**config.mk**
```make
export PLATFORM = sky130hd
export DESIGN_NAME = stream_sequence_replacer_core
export DESIGN_NICKNAME = d
export VERILOG_FILES = /design/src/sv/srep_pkg.sv /design/src/sv/srep_cfg.sv /design/src/sv/srep_match.sv /design/src/sv/srep_ctrl.sv /design/src/sv/stream_sequence_replacer_core.sv
export SDC_FILE = /design/constraint.sdc
export NUM_CORES = 1
export LEC_CHECK = 0
export BUFFER_PORTS_ARGS = -buffer_cell sky130_fd_sc_hd__buf_4
export CORE_ASPECT_RATIO = 0.75
export CORE_MARGIN = 4
export CORE_UTILIZATION = 45
export CTS_BUF_LIST = sky130_fd_sc_hd__clkbuf_16
export CTS_CLUSTER_DIAMETER = 80
export DETAILED_ROUTE_END_ITERATION = 7
export PLACE_DENSITY = 0.72
export SYNTH_ARGS = -nofsm -noshare
export SYNTH_HDL_FRONTEND = slang
export SYNTH_HIERARCHICAL = 1
export SYNTH_SLANG_ARGS = --single-unit
```
**constraint.sdc**
```tcl
create_clock -name i_clk -period 4.8 [get_ports i_clk]
set_input_delay 0.48 -clock i_clk [delete_from_list [all_inputs] [get_ports i_clk]]
set_output_delay 0.48 -clock i_clk [all_outputs]
set_load 0.02 [all_outputs]
```
**src/sv/srep_pkg.sv**
```systemverilog
package srep_pkg;

    localparam int DEF_ELEM_WIDTH  = 16;
    localparam int DEF_MAX_PATTERN = 4;

    localparam int WORD_W    = 64;
    localparam int LEN_W     = 3;
    localparam int CFG_IDX_W = 3;

    // Configuration register indexes.
    localparam logic [CFG_IDX_W-1:0] CFG_PATTERN_WORDS      = 3'd0;
    localparam logic [CFG_IDX_W-1:0] CFG_PATTERN_LENGTH     = 3'd1;
    localparam logic [CFG_IDX_W-1:0] CFG_REPLACEMENT_WORDS  = 3'd2;
    localparam logic [CFG_IDX_W-1:0] CFG_REPLACEMENT_LENGTH = 3'd3;

    typedef enum logic [2:0] {
        ST_IDLE,
        ST_SEARCH,
        ST_REPL,
        ST_FLUSH,
        ST_FINISH
    } t_state;

    typedef struct packed {
        logic valid;
        logic last;
        logic done;
    } t_push;

endpackage

```
**src/sv/srep_cfg.sv**
```systemverilog
module srep_cfg #(
    parameter int ELEM_WIDTH  = srep_pkg::DEF_ELEM_WIDTH,
    parameter int MAX_PATTERN = srep_pkg::DEF_MAX_PATTERN,
    parameter int CNT_W       = $clog2(MAX_PATTERN + 1)
) (
    input  logic                                      i_clk,
    input  logic                                      i_rst_n,
    input  logic                                      i_wr,
    input  logic [srep_pkg::CFG_IDX_W-1:0]            i_index,
    input  logic [srep_pkg::WORD_W-1:0]               i_data,
    output logic [MAX_PATTERN-1:0][ELEM_WIDTH-1:0]    o_pat_slots,
    output logic [MAX_PATTERN-1:0][ELEM_WIDTH-1:0]    o_rep_slots,
    output logic [CNT_W-1:0]                          o_plen,
    output logic [CNT_W-1:0]                          o_rlen
);

    localparam int WORD_W = srep_pkg::WORD_W;
    localparam int LEN_W  = srep_pkg::LEN_W;

    logic [WORD_W-1:0] r_pat_words;
    logic [LEN_W-1:0]  r_pat_len;
    logic [WORD_W-1:0] r_rep_words;
    logic [LEN_W-1:0]  r_rep_len;

    always_ff @(posedge i_clk) begin
        if (!i_rst_n) begin
            r_pat_words <= '0;
            r_pat_len   <= LEN_W'(1);
            r_rep_words <= '0;
            r_rep_len   <= '0;
        end else if (i_wr) begin
            case (i_index)
                srep_pkg::CFG_PATTERN_WORDS:      r_pat_words <= i_data;
                srep_pkg::CFG_PATTERN_LENGTH:     r_pat_len   <= i_data[LEN_W-1:0];
                srep_pkg::CFG_REPLACEMENT_WORDS:  r_rep_words <= i_data;
                srep_pkg::CFG_REPLACEMENT_LENGTH: r_rep_len   <= i_data[LEN_W-1:0];
                default: ;
            endcase
        end
    end

    // Lengths saturate at the buffer depth; a pattern length of zero acts as one.
    always_comb begin
        if (r_pat_len == '0) begin
            o_plen = CNT_W'(1);
        end else if ({1'b0, r_pat_len} > (LEN_W + 1)'(MAX_PATTERN)) begin
            o_plen = CNT_W'(MAX_PATTERN);
        end else begin
            o_plen = CNT_W'(r_pat_len);
        end
        if ({1'b0, r_rep_len} > (LEN_W + 1)'(MAX_PATTERN)) begin
            o_rlen = CNT_W'(MAX_PATTERN);
        end else begin
            o_rlen = CNT_W'(r_rep_len);
        end
    end

    // Slots that run past the 64-bit word are cut off and read as zero beyond it.
    for (genvar g = 0; g < MAX_PATTERN; g++) begin : g_slot
        if ((g + 1) * ELEM_WIDTH <= WORD_W) begin : g_full
            assign o_pat_slots[g] = r_pat_words[g*ELEM_WIDTH +: ELEM_WIDTH];
            assign o_rep_slots[g] = r_rep_words[g*ELEM_WIDTH +: ELEM_WIDTH];
        end else if (g * ELEM_WIDTH < WORD_W) begin : g_part
            assign o_pat_slots[g] = ELEM_WIDTH'(r_pat_words[WORD_W-1:g*ELEM_WIDTH]);
            assign o_rep_slots[g] = ELEM_WIDTH'(r_rep_words[WORD_W-1:g*ELEM_WIDTH]);
        end else begin : g_none
            assign o_pat_slots[g] = '0;
            assign o_rep_slots[g] = '0;
        end
    end

endmodule

```
**src/sv/srep_match.sv**
```systemverilog
module srep_match #(
    parameter int ELEM_WIDTH  = srep_pkg::DEF_ELEM_WIDTH,
    parameter int MAX_PATTERN = srep_pkg::DEF_MAX_PATTERN,
    parameter int CNT_W       = $clog2(MAX_PATTERN + 1)
) (
    input  logic [MAX_PATTERN-1:0][ELEM_WIDTH-1:0] i_buf,
    input  logic [CNT_W-1:0]                       i_cnt,
    input  logic [MAX_PATTERN-1:0][ELEM_WIDTH-1:0] i_pat_slots,
    input  logic [CNT_W-1:0]                       i_plen,
    output logic                                   o_match
);

    // True when the held window is a prefix of the pattern.
    always_comb begin
        logic ok;
        ok = (i_cnt <= i_plen);
        for (int i = 0; i < MAX_PATTERN; i++) begin
            if ((CNT_W'(i) < i_cnt) && (i_buf[i] != i_pat_slots[i])) begin
                ok = 1'b0;
            end
        end
        o_match = ok;
    end

endmodule

```
**src/sv/srep_ctrl.sv**
```systemverilog
module srep_ctrl #(
    parameter int ELEM_WIDTH  = srep_pkg::DEF_ELEM_WIDTH,
    parameter int MAX_PATTERN = srep_pkg::DEF_MAX_PATTERN,
    parameter int CNT_W       = $clog2(MAX_PATTERN + 1)
) (
    input  logic                                   i_clk,
    input  logic                                   i_rst_n,
    input  logic                                   i_in_valid,
    output logic                                   o_in_ready,
    input  logic [ELEM_WIDTH-1:0]                  i_element,
    input  logic                                   i_eos,
    input  logic [CNT_W-1:0]                       i_plen,
    input  logic [CNT_W-1:0]                       i_rlen,
    input  logic [MAX_PATTERN-1:0][ELEM_WIDTH-1:0] i_rep_slots,
    input  logic                                   i_match,
    output logic [MAX_PATTERN-1:0][ELEM_WIDTH-1:0] o_buf,
    output logic [CNT_W-1:0]                       o_cnt,
    input  logic                                   i_out_free,
    output srep_pkg::t_push                        o_push,
    output logic [ELEM_WIDTH-1:0]                  o_push_data
);

    localparam int IDX_W = (MAX_PATTERN > 1) ? $clog2(MAX_PATTERN) : 1;

    srep_pkg::t_state r_state, n_state;

    logic [MAX_PATTERN-1:0][ELEM_WIDTH-1:0] r_buf;
    logic [CNT_W-1:0]      r_cnt, n_cnt;
    logic [CNT_W-1:0]      r_rep, n_rep;
    logic                  r_eos, n_eos;
    logic                  r_pend_valid, n_pend_valid;
    logic [ELEM_WIDTH-1:0] r_pend_data;

    logic                  w_accept;
    logic                  w_emit;
    logic [ELEM_WIDTH-1:0] w_emit_data;
    logic                  w_shift;
    logic                  w_rep_step;
    logic                  w_last_push;
    logic                  w_found;

    assign w_found  = (r_cnt == '0) || i_match;
    assign w_accept = i_in_valid && o_in_ready;

    always_comb begin
        n_state = r_state;
        case (r_state)
            srep_pkg::ST_IDLE: begin
                if (i_in_valid) n_state = srep_pkg::ST_SEARCH;
            end
            srep_pkg::ST_SEARCH: begin
                if (w_found) begin
                    if (r_cnt == i_plen) n_state = srep_pkg::ST_REPL;
                    else if (r_eos)      n_state = srep_pkg::ST_FLUSH;
                    else                 n_state = srep_pkg::ST_FINISH;
                end
            end
            srep_pkg::ST_REPL: begin
                if (r_rep == i_rlen) begin
                    n_state = r_eos ? srep_pkg::ST_FLUSH : srep_pkg::ST_FINISH;
                end
            end
            srep_pkg::ST_FLUSH: begin
                if (r_cnt == '0) n_state = srep_pkg::ST_FINISH;
            end
            srep_pkg::ST_FINISH: begin
                if (!r_pend_valid || i_out_free) n_state = srep_pkg::ST_IDLE;
            end
            default: n_state = srep_pkg::ST_IDLE;
        endcase
    end

    // Every produced element goes to a one-deep pending slot first, so the
    // previous one can be released once it is known not to be the last.
    always_comb begin
        o_in_ready  = 1'b0;
        w_emit      = 1'b0;
        w_emit_data = r_buf[0];
        w_shift     = 1'b0;
        w_rep_step  = 1'b0;
        w_last_push = 1'b0;
        case (r_state)
            srep_pkg::ST_IDLE: begin
                o_in_ready = 1'b1;
            end
            srep_pkg::ST_SEARCH: begin
                if (!w_found && i_out_free) begin
                    w_emit  = 1'b1;
                    w_shift = 1'b1;
                end
            end
            srep_pkg::ST_REPL: begin
                if ((r_rep != i_rlen) && i_out_free) begin
                    w_emit      = 1'b1;
                    w_emit_data = i_rep_slots[r_rep[IDX_W-1:0]];
                    w_rep_step  = 1'b1;
                end
            end
            srep_pkg::ST_FLUSH: begin
                if ((r_cnt != '0) && i_out_free) begin
                    w_emit  = 1'b1;
                    w_shift = 1'b1;
                end
            end
            srep_pkg::ST_FINISH: begin
                w_last_push = r_pend_valid && i_out_free;
            end
            default: ;
        endcase
        o_push.valid = (w_emit && r_pend_valid) || w_last_push;
        o_push.last  = w_last_push;
        o_push.done  = w_last_push && r_eos;
        o_push_data  = r_pend_data;
    end

    always_comb begin
        n_cnt        = r_cnt;
        n_rep        = r_rep;
        n_eos        = r_eos;
        n_pend_valid = r_pend_valid;
        if (w_accept) begin
            n_cnt = r_cnt + CNT_W'(1);
            n_rep = '0;
            n_eos = i_eos;
        end else if (w_shift) begin
            n_cnt = r_cnt - CNT_W'(1);
        end else if ((r_state == srep_pkg::ST_SEARCH) && w_found && (r_cnt == i_plen)) begin
            n_cnt = '0;
        end
        if (w_rep_step) n_rep = r_rep + CNT_W'(1);
        if (w_emit) begin
            n_pend_valid = 1'b1;
        end else if (w_last_push) begin
            n_pend_valid = 1'b0;
        end
    end

    always_ff @(posedge i_clk) begin
        if (!i_rst_n) begin
            r_state      <= srep_pkg::ST_IDLE;
            r_cnt        <= '0;
            r_rep        <= '0;
            r_eos        <= 1'b0;
            r_pend_valid <= 1'b0;
        end else begin
            r_state      <= n_state;
            r_cnt        <= n_cnt;
            r_rep        <= n_rep;
            r_eos        <= n_eos;
            r_pend_valid <= n_pend_valid;
        end
    end

    always_ff @(posedge i_clk) begin
        if (w_accept) begin
            r_buf[r_cnt[IDX_W-1:0]] <= i_element;
        end else if (w_shift) begin
            for (int i = 0; i < MAX_PATTERN - 1; i++) begin
                r_buf[i] <= r_buf[i+1];
            end
        end
        if (w_emit) r_pend_data <= w_emit_data;
    end

    assign o_buf = r_buf;
    assign o_cnt = r_cnt;

`ifndef SYNTHESIS
    a_cnt_bound: assert property (@(posedge i_clk) disable iff (!i_rst_n)
        r_cnt <= CNT_W'(MAX_PATTERN))
        else $error("held count exceeds buffer depth");

    a_idle_below_depth: assert property (@(posedge i_clk) disable iff (!i_rst_n)
        (r_state == srep_pkg::ST_IDLE) |-> (r_cnt < CNT_W'(MAX_PATTERN)))
        else $error("buffer full while waiting for input");

    a_push_has_room: assert property (@(posedge i_clk) disable iff (!i_rst_n)
        o_push.valid |-> i_out_free)
        else $error("push into an occupied output register");

    a_idle_no_pending: assert property (@(posedge i_clk) disable iff (!i_rst_n)
        (r_state == srep_pkg::ST_IDLE) |-> !r_pend_valid)
        else $error("pending element left behind at end of item");

    a_accept_busy: assert property (@(posedge i_clk) disable iff (!i_rst_n)
        w_accept |=> !o_in_ready)
        else $error("ready again right after accepting an item");
`endif

endmodule

```
**src/sv/stream_sequence_replacer_core.sv**
```systemverilog
// Items are handled one at a time, which the single window compare unit sets: a new element is
// accepted only in the idle state, once the search has released the held elements that can no
// longer start a match (at most MAX_PATTERN), the replacement has been emitted on a match and
// the held elements have been flushed at end of stream; output stalls can hold each step.
// Reset (synchronous, active low) clears the sequencer, the held count and the configuration
// registers to their defaults; the held element buffer is not cleared and needs no sweep.
module stream_sequence_replacer_core #(
    parameter int ELEM_WIDTH  = srep_pkg::DEF_ELEM_WIDTH,
    parameter int MAX_PATTERN = srep_pkg::DEF_MAX_PATTERN
) (
    input  logic                               i_clk,
    input  logic                               i_rst_n,
    input  logic                               s_axis_tvalid,
    output logic                               s_axis_tready,
    input  logic [((ELEM_WIDTH+7)/8)*8-1:0]    s_axis_tdata,  // element
    input  logic                               s_axis_tlast,  // end_of_stream
    output logic                               m_axis_tvalid,
    input  logic                               m_axis_tready,
    output logic [((ELEM_WIDTH+7)/8)*8-1:0]    m_axis_tdata,  // out_element
    output logic                               m_axis_tlast,  // run_last
    output logic                               m_axis_tuser,  // stream_done
    input  logic                               i_cfg_valid,
    output logic                               o_cfg_ready,
    input  logic [srep_pkg::CFG_IDX_W-1:0]     i_cfg_index,
    input  logic [srep_pkg::WORD_W-1:0]        i_cfg_data
);

    localparam int TDATA_W = ((ELEM_WIDTH + 7) / 8) * 8;
    localparam int CNT_W   = $clog2(MAX_PATTERN + 1);

    logic [MAX_PATTERN-1:0][ELEM_WIDTH-1:0] w_pat_slots;
    logic [MAX_PATTERN-1:0][ELEM_WIDTH-1:0] w_rep_slots;
    logic [MAX_PATTERN-1:0][ELEM_WIDTH-1:0] w_buf;
    logic [CNT_W-1:0]                       w_plen;
    logic [CNT_W-1:0]                       w_rlen;
    logic [CNT_W-1:0]                       w_cnt;
    logic                                   w_match;
    logic                                   w_out_free;
    srep_pkg::t_push                        w_push;
    logic [ELEM_WIDTH-1:0]                  w_push_data;

    logic                  r_out_valid;
    logic                  r_out_last;
    logic                  r_out_done;
    logic [ELEM_WIDTH-1:0] r_out_data;

    assign o_cfg_ready = 1'b1;

    srep_cfg #(
        .ELEM_WIDTH  (ELEM_WIDTH),
        .MAX_PATTERN (MAX_PATTERN),
        .CNT_W       (CNT_W)
    ) u_cfg (
        .i_clk       (i_clk),
        .i_rst_n     (i_rst_n),
        .i_wr        (i_cfg_valid && o_cfg_ready),
        .i_index     (i_cfg_index),
        .i_data      (i_cfg_data),
        .o_pat_slots (w_pat_slots),
        .o_rep_slots (w_rep_slots),
        .o_plen      (w_plen),
        .o_rlen      (w_rlen)
    );

    srep_match #(
        .ELEM_WIDTH  (ELEM_WIDTH),
        .MAX_PATTERN (MAX_PATTERN),
        .CNT_W       (CNT_W)
    ) u_match (
        .i_buf       (w_buf),
        .i_cnt       (w_cnt),
        .i_pat_slots (w_pat_slots),
        .i_plen      (w_plen),
        .o_match     (w_match)
    );

    srep_ctrl #(
        .ELEM_WIDTH  (ELEM_WIDTH),
        .MAX_PATTERN (MAX_PATTERN),
        .CNT_W       (CNT_W)
    ) u_ctrl (
        .i_clk       (i_clk),
        .i_rst_n     (i_rst_n),
        .i_in_valid  (s_axis_tvalid),
        .o_in_ready  (s_axis_tready),
        .i_element   (s_axis_tdata[ELEM_WIDTH-1:0]),
        .i_eos       (s_axis_tlast),
        .i_plen      (w_plen),
        .i_rlen      (w_rlen),
        .i_rep_slots (w_rep_slots),
        .i_match     (w_match),
        .o_buf       (w_buf),
        .o_cnt       (w_cnt),
        .i_out_free  (w_out_free),
        .o_push      (w_push),
        .o_push_data (w_push_data)
    );

    // Output register: takes a new element when empty or drained in the same cycle.
    assign w_out_free = !r_out_valid || m_axis_tready;

    always_ff @(posedge i_clk) begin
        if (!i_rst_n) begin
            r_out_valid <= 1'b0;
        end else if (w_push.valid) begin
            r_out_valid <= 1'b1;
        end else if (m_axis_tready) begin
            r_out_valid <= 1'b0;
        end
    end

    always_ff @(posedge i_clk) begin
        if (w_push.valid) begin
            r_out_data <= w_push_data;
            r_out_last <= w_push.last;
            r_out_done <= w_push.done;
        end
    end

    assign m_axis_tvalid = r_out_valid;
    assign m_axis_tdata  = TDATA_W'(r_out_data);
    assign m_axis_tlast  = r_out_last;
    assign m_axis_tuser  = r_out_done;

endmodule

```
Yosys cells after proc, flatten, opt, wreduce, memory -nomap -nowiden
Cells that the tools add are included.
{"block": "word_totals", "ff_bits": 244, "inputBits": 89, "out_inout_bits": 21, "word_cells": 127}
{"block": "op_classes", "addsub": 3, "n_lt_le_gt_ge": 10, "eq_ne": 19, "muxes": 41, "n_reduce_logical": 36}
{"op": "$mux 48", "count": 2}
{"op": "$bwmux 64", "count": 1}
{"op": "$mux 16", "count": 4}
{"op": "$ne 16x16->1", "count": 4}
{"op": "$mux 3", "count": 15}
{"op": "$bmux 16 s2", "count": 1}
{"op": "$demux 16 s2", "count": 1}
{"op": "$pmux 3 s5", "count": 1}
{"op": "$logic_and 1x1->1", "count": 14}
{"op": "$mux 1", "count": 14}
{"op": "$eq 3x2->1 const B", "count": 4}
{"op": "$logic_not 3->1", "count": 4}
{"op": "$ne 2x1->1 const B", "count": 4}
{"op": "$reduce_and 2->1", "count": 4}
{"op": "$reduce_bool 2->1", "count": 4}
{"op": "$add 3x1->3 const B", "count": 2}
{"op": "$eq 3x1->1 const B", "count": 2}
{"op": "$eq 3x3->1", "count": 2}
{"op": "$gt 3x3->1 const B", "count": 2}
{"op": "$lt 1x3->1 const A", "count": 2}
{"op": "$lt 2x3->1 const A", "count": 2}
{"op": "$lt 2x3->1 const B", "count": 2}
{"op": "$reduce_bool 3->1", "count": 2}
{"op": "$reduce_and 5->1", "count": 1}
{"op": "10 further kinds", "count": 15}

Longest topological paths before layout
{"block": "depth", "ltp_word": 16, "ltp_mapped": 15, "mapped_depth_nobuf": 14}

By module
Netlist, hierarchy kept.
{"module": "srep_cfg", "n_inst": 1, "cells_per_inst": 514, "area_per_inst_um2": 5247.5, "seq_area_each_um2": 2682.6}
{"module": "srep_ctrl", "n_inst": 1, "cells_per_inst": 384, "area_per_inst_um2": 4509.3, "seq_area_each_um2": 2622.5}
{"module": "srep_match", "n_inst": 1, "cells_per_inst": 100, "area_per_inst_um2": 802.0, "seq_area_each_um2": 0.0}
{"module": "stream_sequence_replacer_core", "n_inst": 1, "cells_per_inst": 24, "area_per_inst_um2": 600.6, "seq_area_each_um2": 560.5}

Worst setup path before layout
OpenSTA, ideal clock, no wires.
{"block": "synth_timing", "path_type": "reg-to-reg", "startpoint": "register u_cfg.r_pat_len[1]", "endpoint": "register r_out_data[0], in the netlist m_axis_tdata[0] (enable)", "setup_ns": 0.374, "arrival_time_ns": 2.917, "required_ns": 4.426, "slack_ns": 1.508, "stages_incl_launch_ff": 13, "path_buffers": 1, "synth_period_minus_slack_ns": 3.292, "path_cell_list": "dfxtp_1 nor2b_1 inv_1 ha_1 a21o_1 a21oi_1 a31oi_1 a2111oi_2 nor2b_1 or4_1 buf_2 or2b_1 a21o_1"}
{"item": "start, declared", "line_no": "srep_cfg.sv:21", "source": "logic [LEN_W-1:0] r_pat_len;"}
{"item": "start signal, assigned", "line_no": "srep_cfg.sv:34", "source": "srep_pkg::CFG_PATTERN_LENGTH: r_pat_len <= i_data[LEN_W-1:0];"}
{"item": "end signal, assigned", "line_no": "stream_sequence_replacer_core.sv:114", "source": "r_out_data <= w_push_data;"}
{"item": "end, declared", "line_no": "stream_sequence_replacer_core.sv:45", "source": "logic [ELEM_WIDTH-1:0] r_out_data;"}

==> flow_metrics.tcl <==
set metrics [dict create \
    grt_util_all_layers_pct 20.8 \
    min_period_ns 3.91 \
    arrival_ns 4.07 \
    fill_cells 2157 \
    yosys-top-cells-area "edfxtp_1 26%, dfxtp_1 26%, mux2i_1 12%, nand2_1 10%, xnor2_1 4.2%" \
    clockRootBuffer "clkbuf_16" \
    overflow 0 \
    cts_resized 0 \
    relSlewSlack_pct 17.7 \
    grt_max_degree 125 \
    synth_nets 1120 \
    max_cap_violations 0 \
    gp_congestion 0.892 \
    rows 49 \
    area_growth_pct 13.7 \
    drcViolationCount 0 \
    worstSetupPathType "register to register" \
    powerDensity_nw_per_um2 465 \
    grt_pass1_wl_um 43800 \
    multi_input_area_um2 4750 \
    worst_pin_slew_ns 1.23 \
    syn_area_um2 11200 \
    finalSetupViolations 0 \
    postRouteAntennaNets 0 \
    maxSlewViolCount 0 \
    worst_hold_path_type "input port to register" \
    worstSetupEndpointType "register" \
    dp_slack_ns 1.02 \
    clk_pin_slew_worst_paths_ns 0.07 \
    yosysWarnings 6 \
    viasPerCell 5.41 \
    drt_iter0_markers 758 \
    ctsHtreeMaxLevel 1 \
    fin_setup_tns_ns 0 \
    ys_seq_area_share_pct 52.6 \
    core_um2 24200 \
    ir_worst_vdd_mv 0.268 \
    fmax_ghz 0.256 \
    antenna_cells 0 \
    cts_tree "built" \
    antenna_found_initial 1 \
    drt-total-wl_um 29500 \
    cts.sinks 244 \
    drive_gt1_share_pct 17.2 \
    final_area_um2 12700 \
    status "complete, no violations" \
    rsz0062_at_grt "false" \
    die_h_um 144 \
    post_synth.cell_area_avg_um2 10.9 \
    synthFlopType "dfxtp_1" \
    fin_util_pct 52.5 \
    vias 7821 \
    die_area_um2 27400 \
    regArea_um2 5870 \
    yosysTopAreaCell "edfxtp_1" \
    hold_violations 0 \
    fin_hold_ws_ns 0.200 \
    r2r_setup_slack_ns 0.89 \
    synth_edf_count 98 \
    numCtsBuffers 23 \
    pin_count 110 \
    dr.pass1.iters 5 \
    yosys.cell_types.count 58 \
    dieWidth_um 190 \
    clk_path_buf_depth 3 \
    worst_ep_required_time_ns 4.95 \
    fin_crit_sh_pct 81.5 \
    holdPathStages 1 \
    port_buffers 108 \
    path_max_fanout 19 \
    fin_skew_ns 0.0185 \
    synthCells 1022 \
    grt_pass1_vias 7451 \
    synthArstFlopShare_pct 0 \
    nets 1195 \
    clk_latency_ns 0.52 \
    start_util_pct 46.2 \
    crit_path_start_kind "register" \
    post_dp_cell_area_um2 12000 \
    wl_per_cell_um 20.4 \
    cts_post_setup_buffers_inserted 0 \
    synth_seq_cells 244 \
    yosysTopAreaCellShare_pct 26.4 \
    post-route-worst-setup-slack_ns 0.886 \
    holdBufCountCts 0 \
    ff2ff_path_depth 9 \
    power_leakage_nw 4.69 \
    hpwl_um 21100 \
]
## worst max-delay path: stages (launching register included)
cell       delay, ns
edfxtp_1        0.40
xnor2_1         0.21
nand4_1         0.15
nor4_1          0.54
o22ai_1         0.20
a2111oi_2       0.48
nor2b_1         0.28
or4_1           0.26
or2b_1          0.51
a21o_1          0.53
## layer usage
layer  up-vias  part of all wire [%]  GRT usage (%)
met3        45                   8.5           3.96
met2       330                    42           31.2
met1      3775                    47           31.2
li1       3669                     -              -
met4         2                   2.4           5.14
met5         -                 0.044              0
## layout by cell type (no fill, tap or decap), types with 3 or more instances in the layout
| cell | Yosys | layout |
|---|---|---|
| inv_1 | 11 | 16 |
| nand3b_1 | 5 | 5 |
| dfxtp_1 | 146 | 146 |
| mux4_2 | 16 | 16 |
| xnor2_1 | 54 | 54 |
| clkinv_1 | 1 | 7 |
| mux2i_1 | 134 | 134 |
| mux2_2 | 17 | 17 |
| ha_1 | 9 | 9 |
| xor2_1 | 17 | 17 |
| nand3_1 | 49 | 49 |
| nor2_1 | 6 | 6 |
| buf_4 | 4 | 116 |
| bufinv_16 | 0 | 3 |
| nor4_1 | 8 | 8 |
| inv_2 | 0 | 3 |
| edfxtp_1 | 98 | 98 |
| nor2b_1 | 6 | 6 |
| a211oi_1 | 4 | 4 |
| clkbuf_16 | 0 | 23 |
| nand2_1 | 310 | 310 |
| nand4_1 | 16 | 16 |
| a21oi_1 | 7 | 7 |
## metrics by stage
step	cells	total power, W
after floorplan	1022	0.00368
after global placement	1403	0.00409
after detailed placement	1403	0.00412
after CTS	1445	0.00591
after global routing	1445	0.00616
final	1445	0.00590
## registers in the layout (all words and copies together), names as in the netlist
name and cells:
m_axis_tvalid 1, u_ctrl/r_pend_valid 1, u_ctrl/r_eos 1, u_cfg/o_rep_slots 64
u_cfg/r_pat_len 3, m_axis_tlast 1, u_cfg/o_pat_slots 64, u_ctrl/o_buf 64
u_ctrl/r_state 3, u_ctrl/o_push_data 16, u_cfg/r_rep_len 3, u_ctrl/r_rep 3
m_axis_tdata 16, u_ctrl/o_cnt 3, m_axis_tuser 1
## area by class of cell
cell class                 count  share of cell area [%]
clock buffer                  23                    4.54
clock inverter                19                    1.23
inverter                      12                   0.355
multi-input combinational    699                    37.4
sequential                   244                    46.2
tap                          331                    3.26
timing repair buffer         117                    6.95
## final timing paths
check | start | end
worst max-delay path | u_ctrl/o_buf[11] | m_axis_tdata[10]
worst min-delay path | s_axis_tdata[8] | u_ctrl/o_buf[56]
worst max register to register | u_ctrl/o_buf[11] | m_axis_tdata[10]
worst min register to register | u_ctrl/o_push_data[9] | m_axis_tdata[9]
## Yosys cell counts (all sizes together) (11+ instances only)
cell / instances
nand2: 310
dfxtp: 146
mux2i: 134
edfxtp: 98
xnor2: 54
nand3: 49
buf: 34
clkbuf: 33
mux2: 17
xor2: 17
mux4: 16
nand4: 16
inv: 11
## cells by family after synthesis
kind of cell | Yosys count | share of synthesized area, %
other | 1 | 0.0336
DFF | 244 | 52.6
muxes | 167 | 17.0
buffers and inverters | 79 | 5.05
AOI/OAI and AO/OA | 32 | 2.20
and+or+nand+nor | 419 | 16.6
xor gates and xnor gates | 71 | 5.57
adders and majority gates | 9 | 1.01
## power by group
part	switching [W]	total, W	leakage [nW]	internal (W)
sequential	0.000212	0.00279	2.08	0.00258
combinational	0.000826	0.00131	2.22	0.000487
clock	0.000764	0.00180	0.383	0.00103
Note: power is estimated with default switching activity, not from simulation.
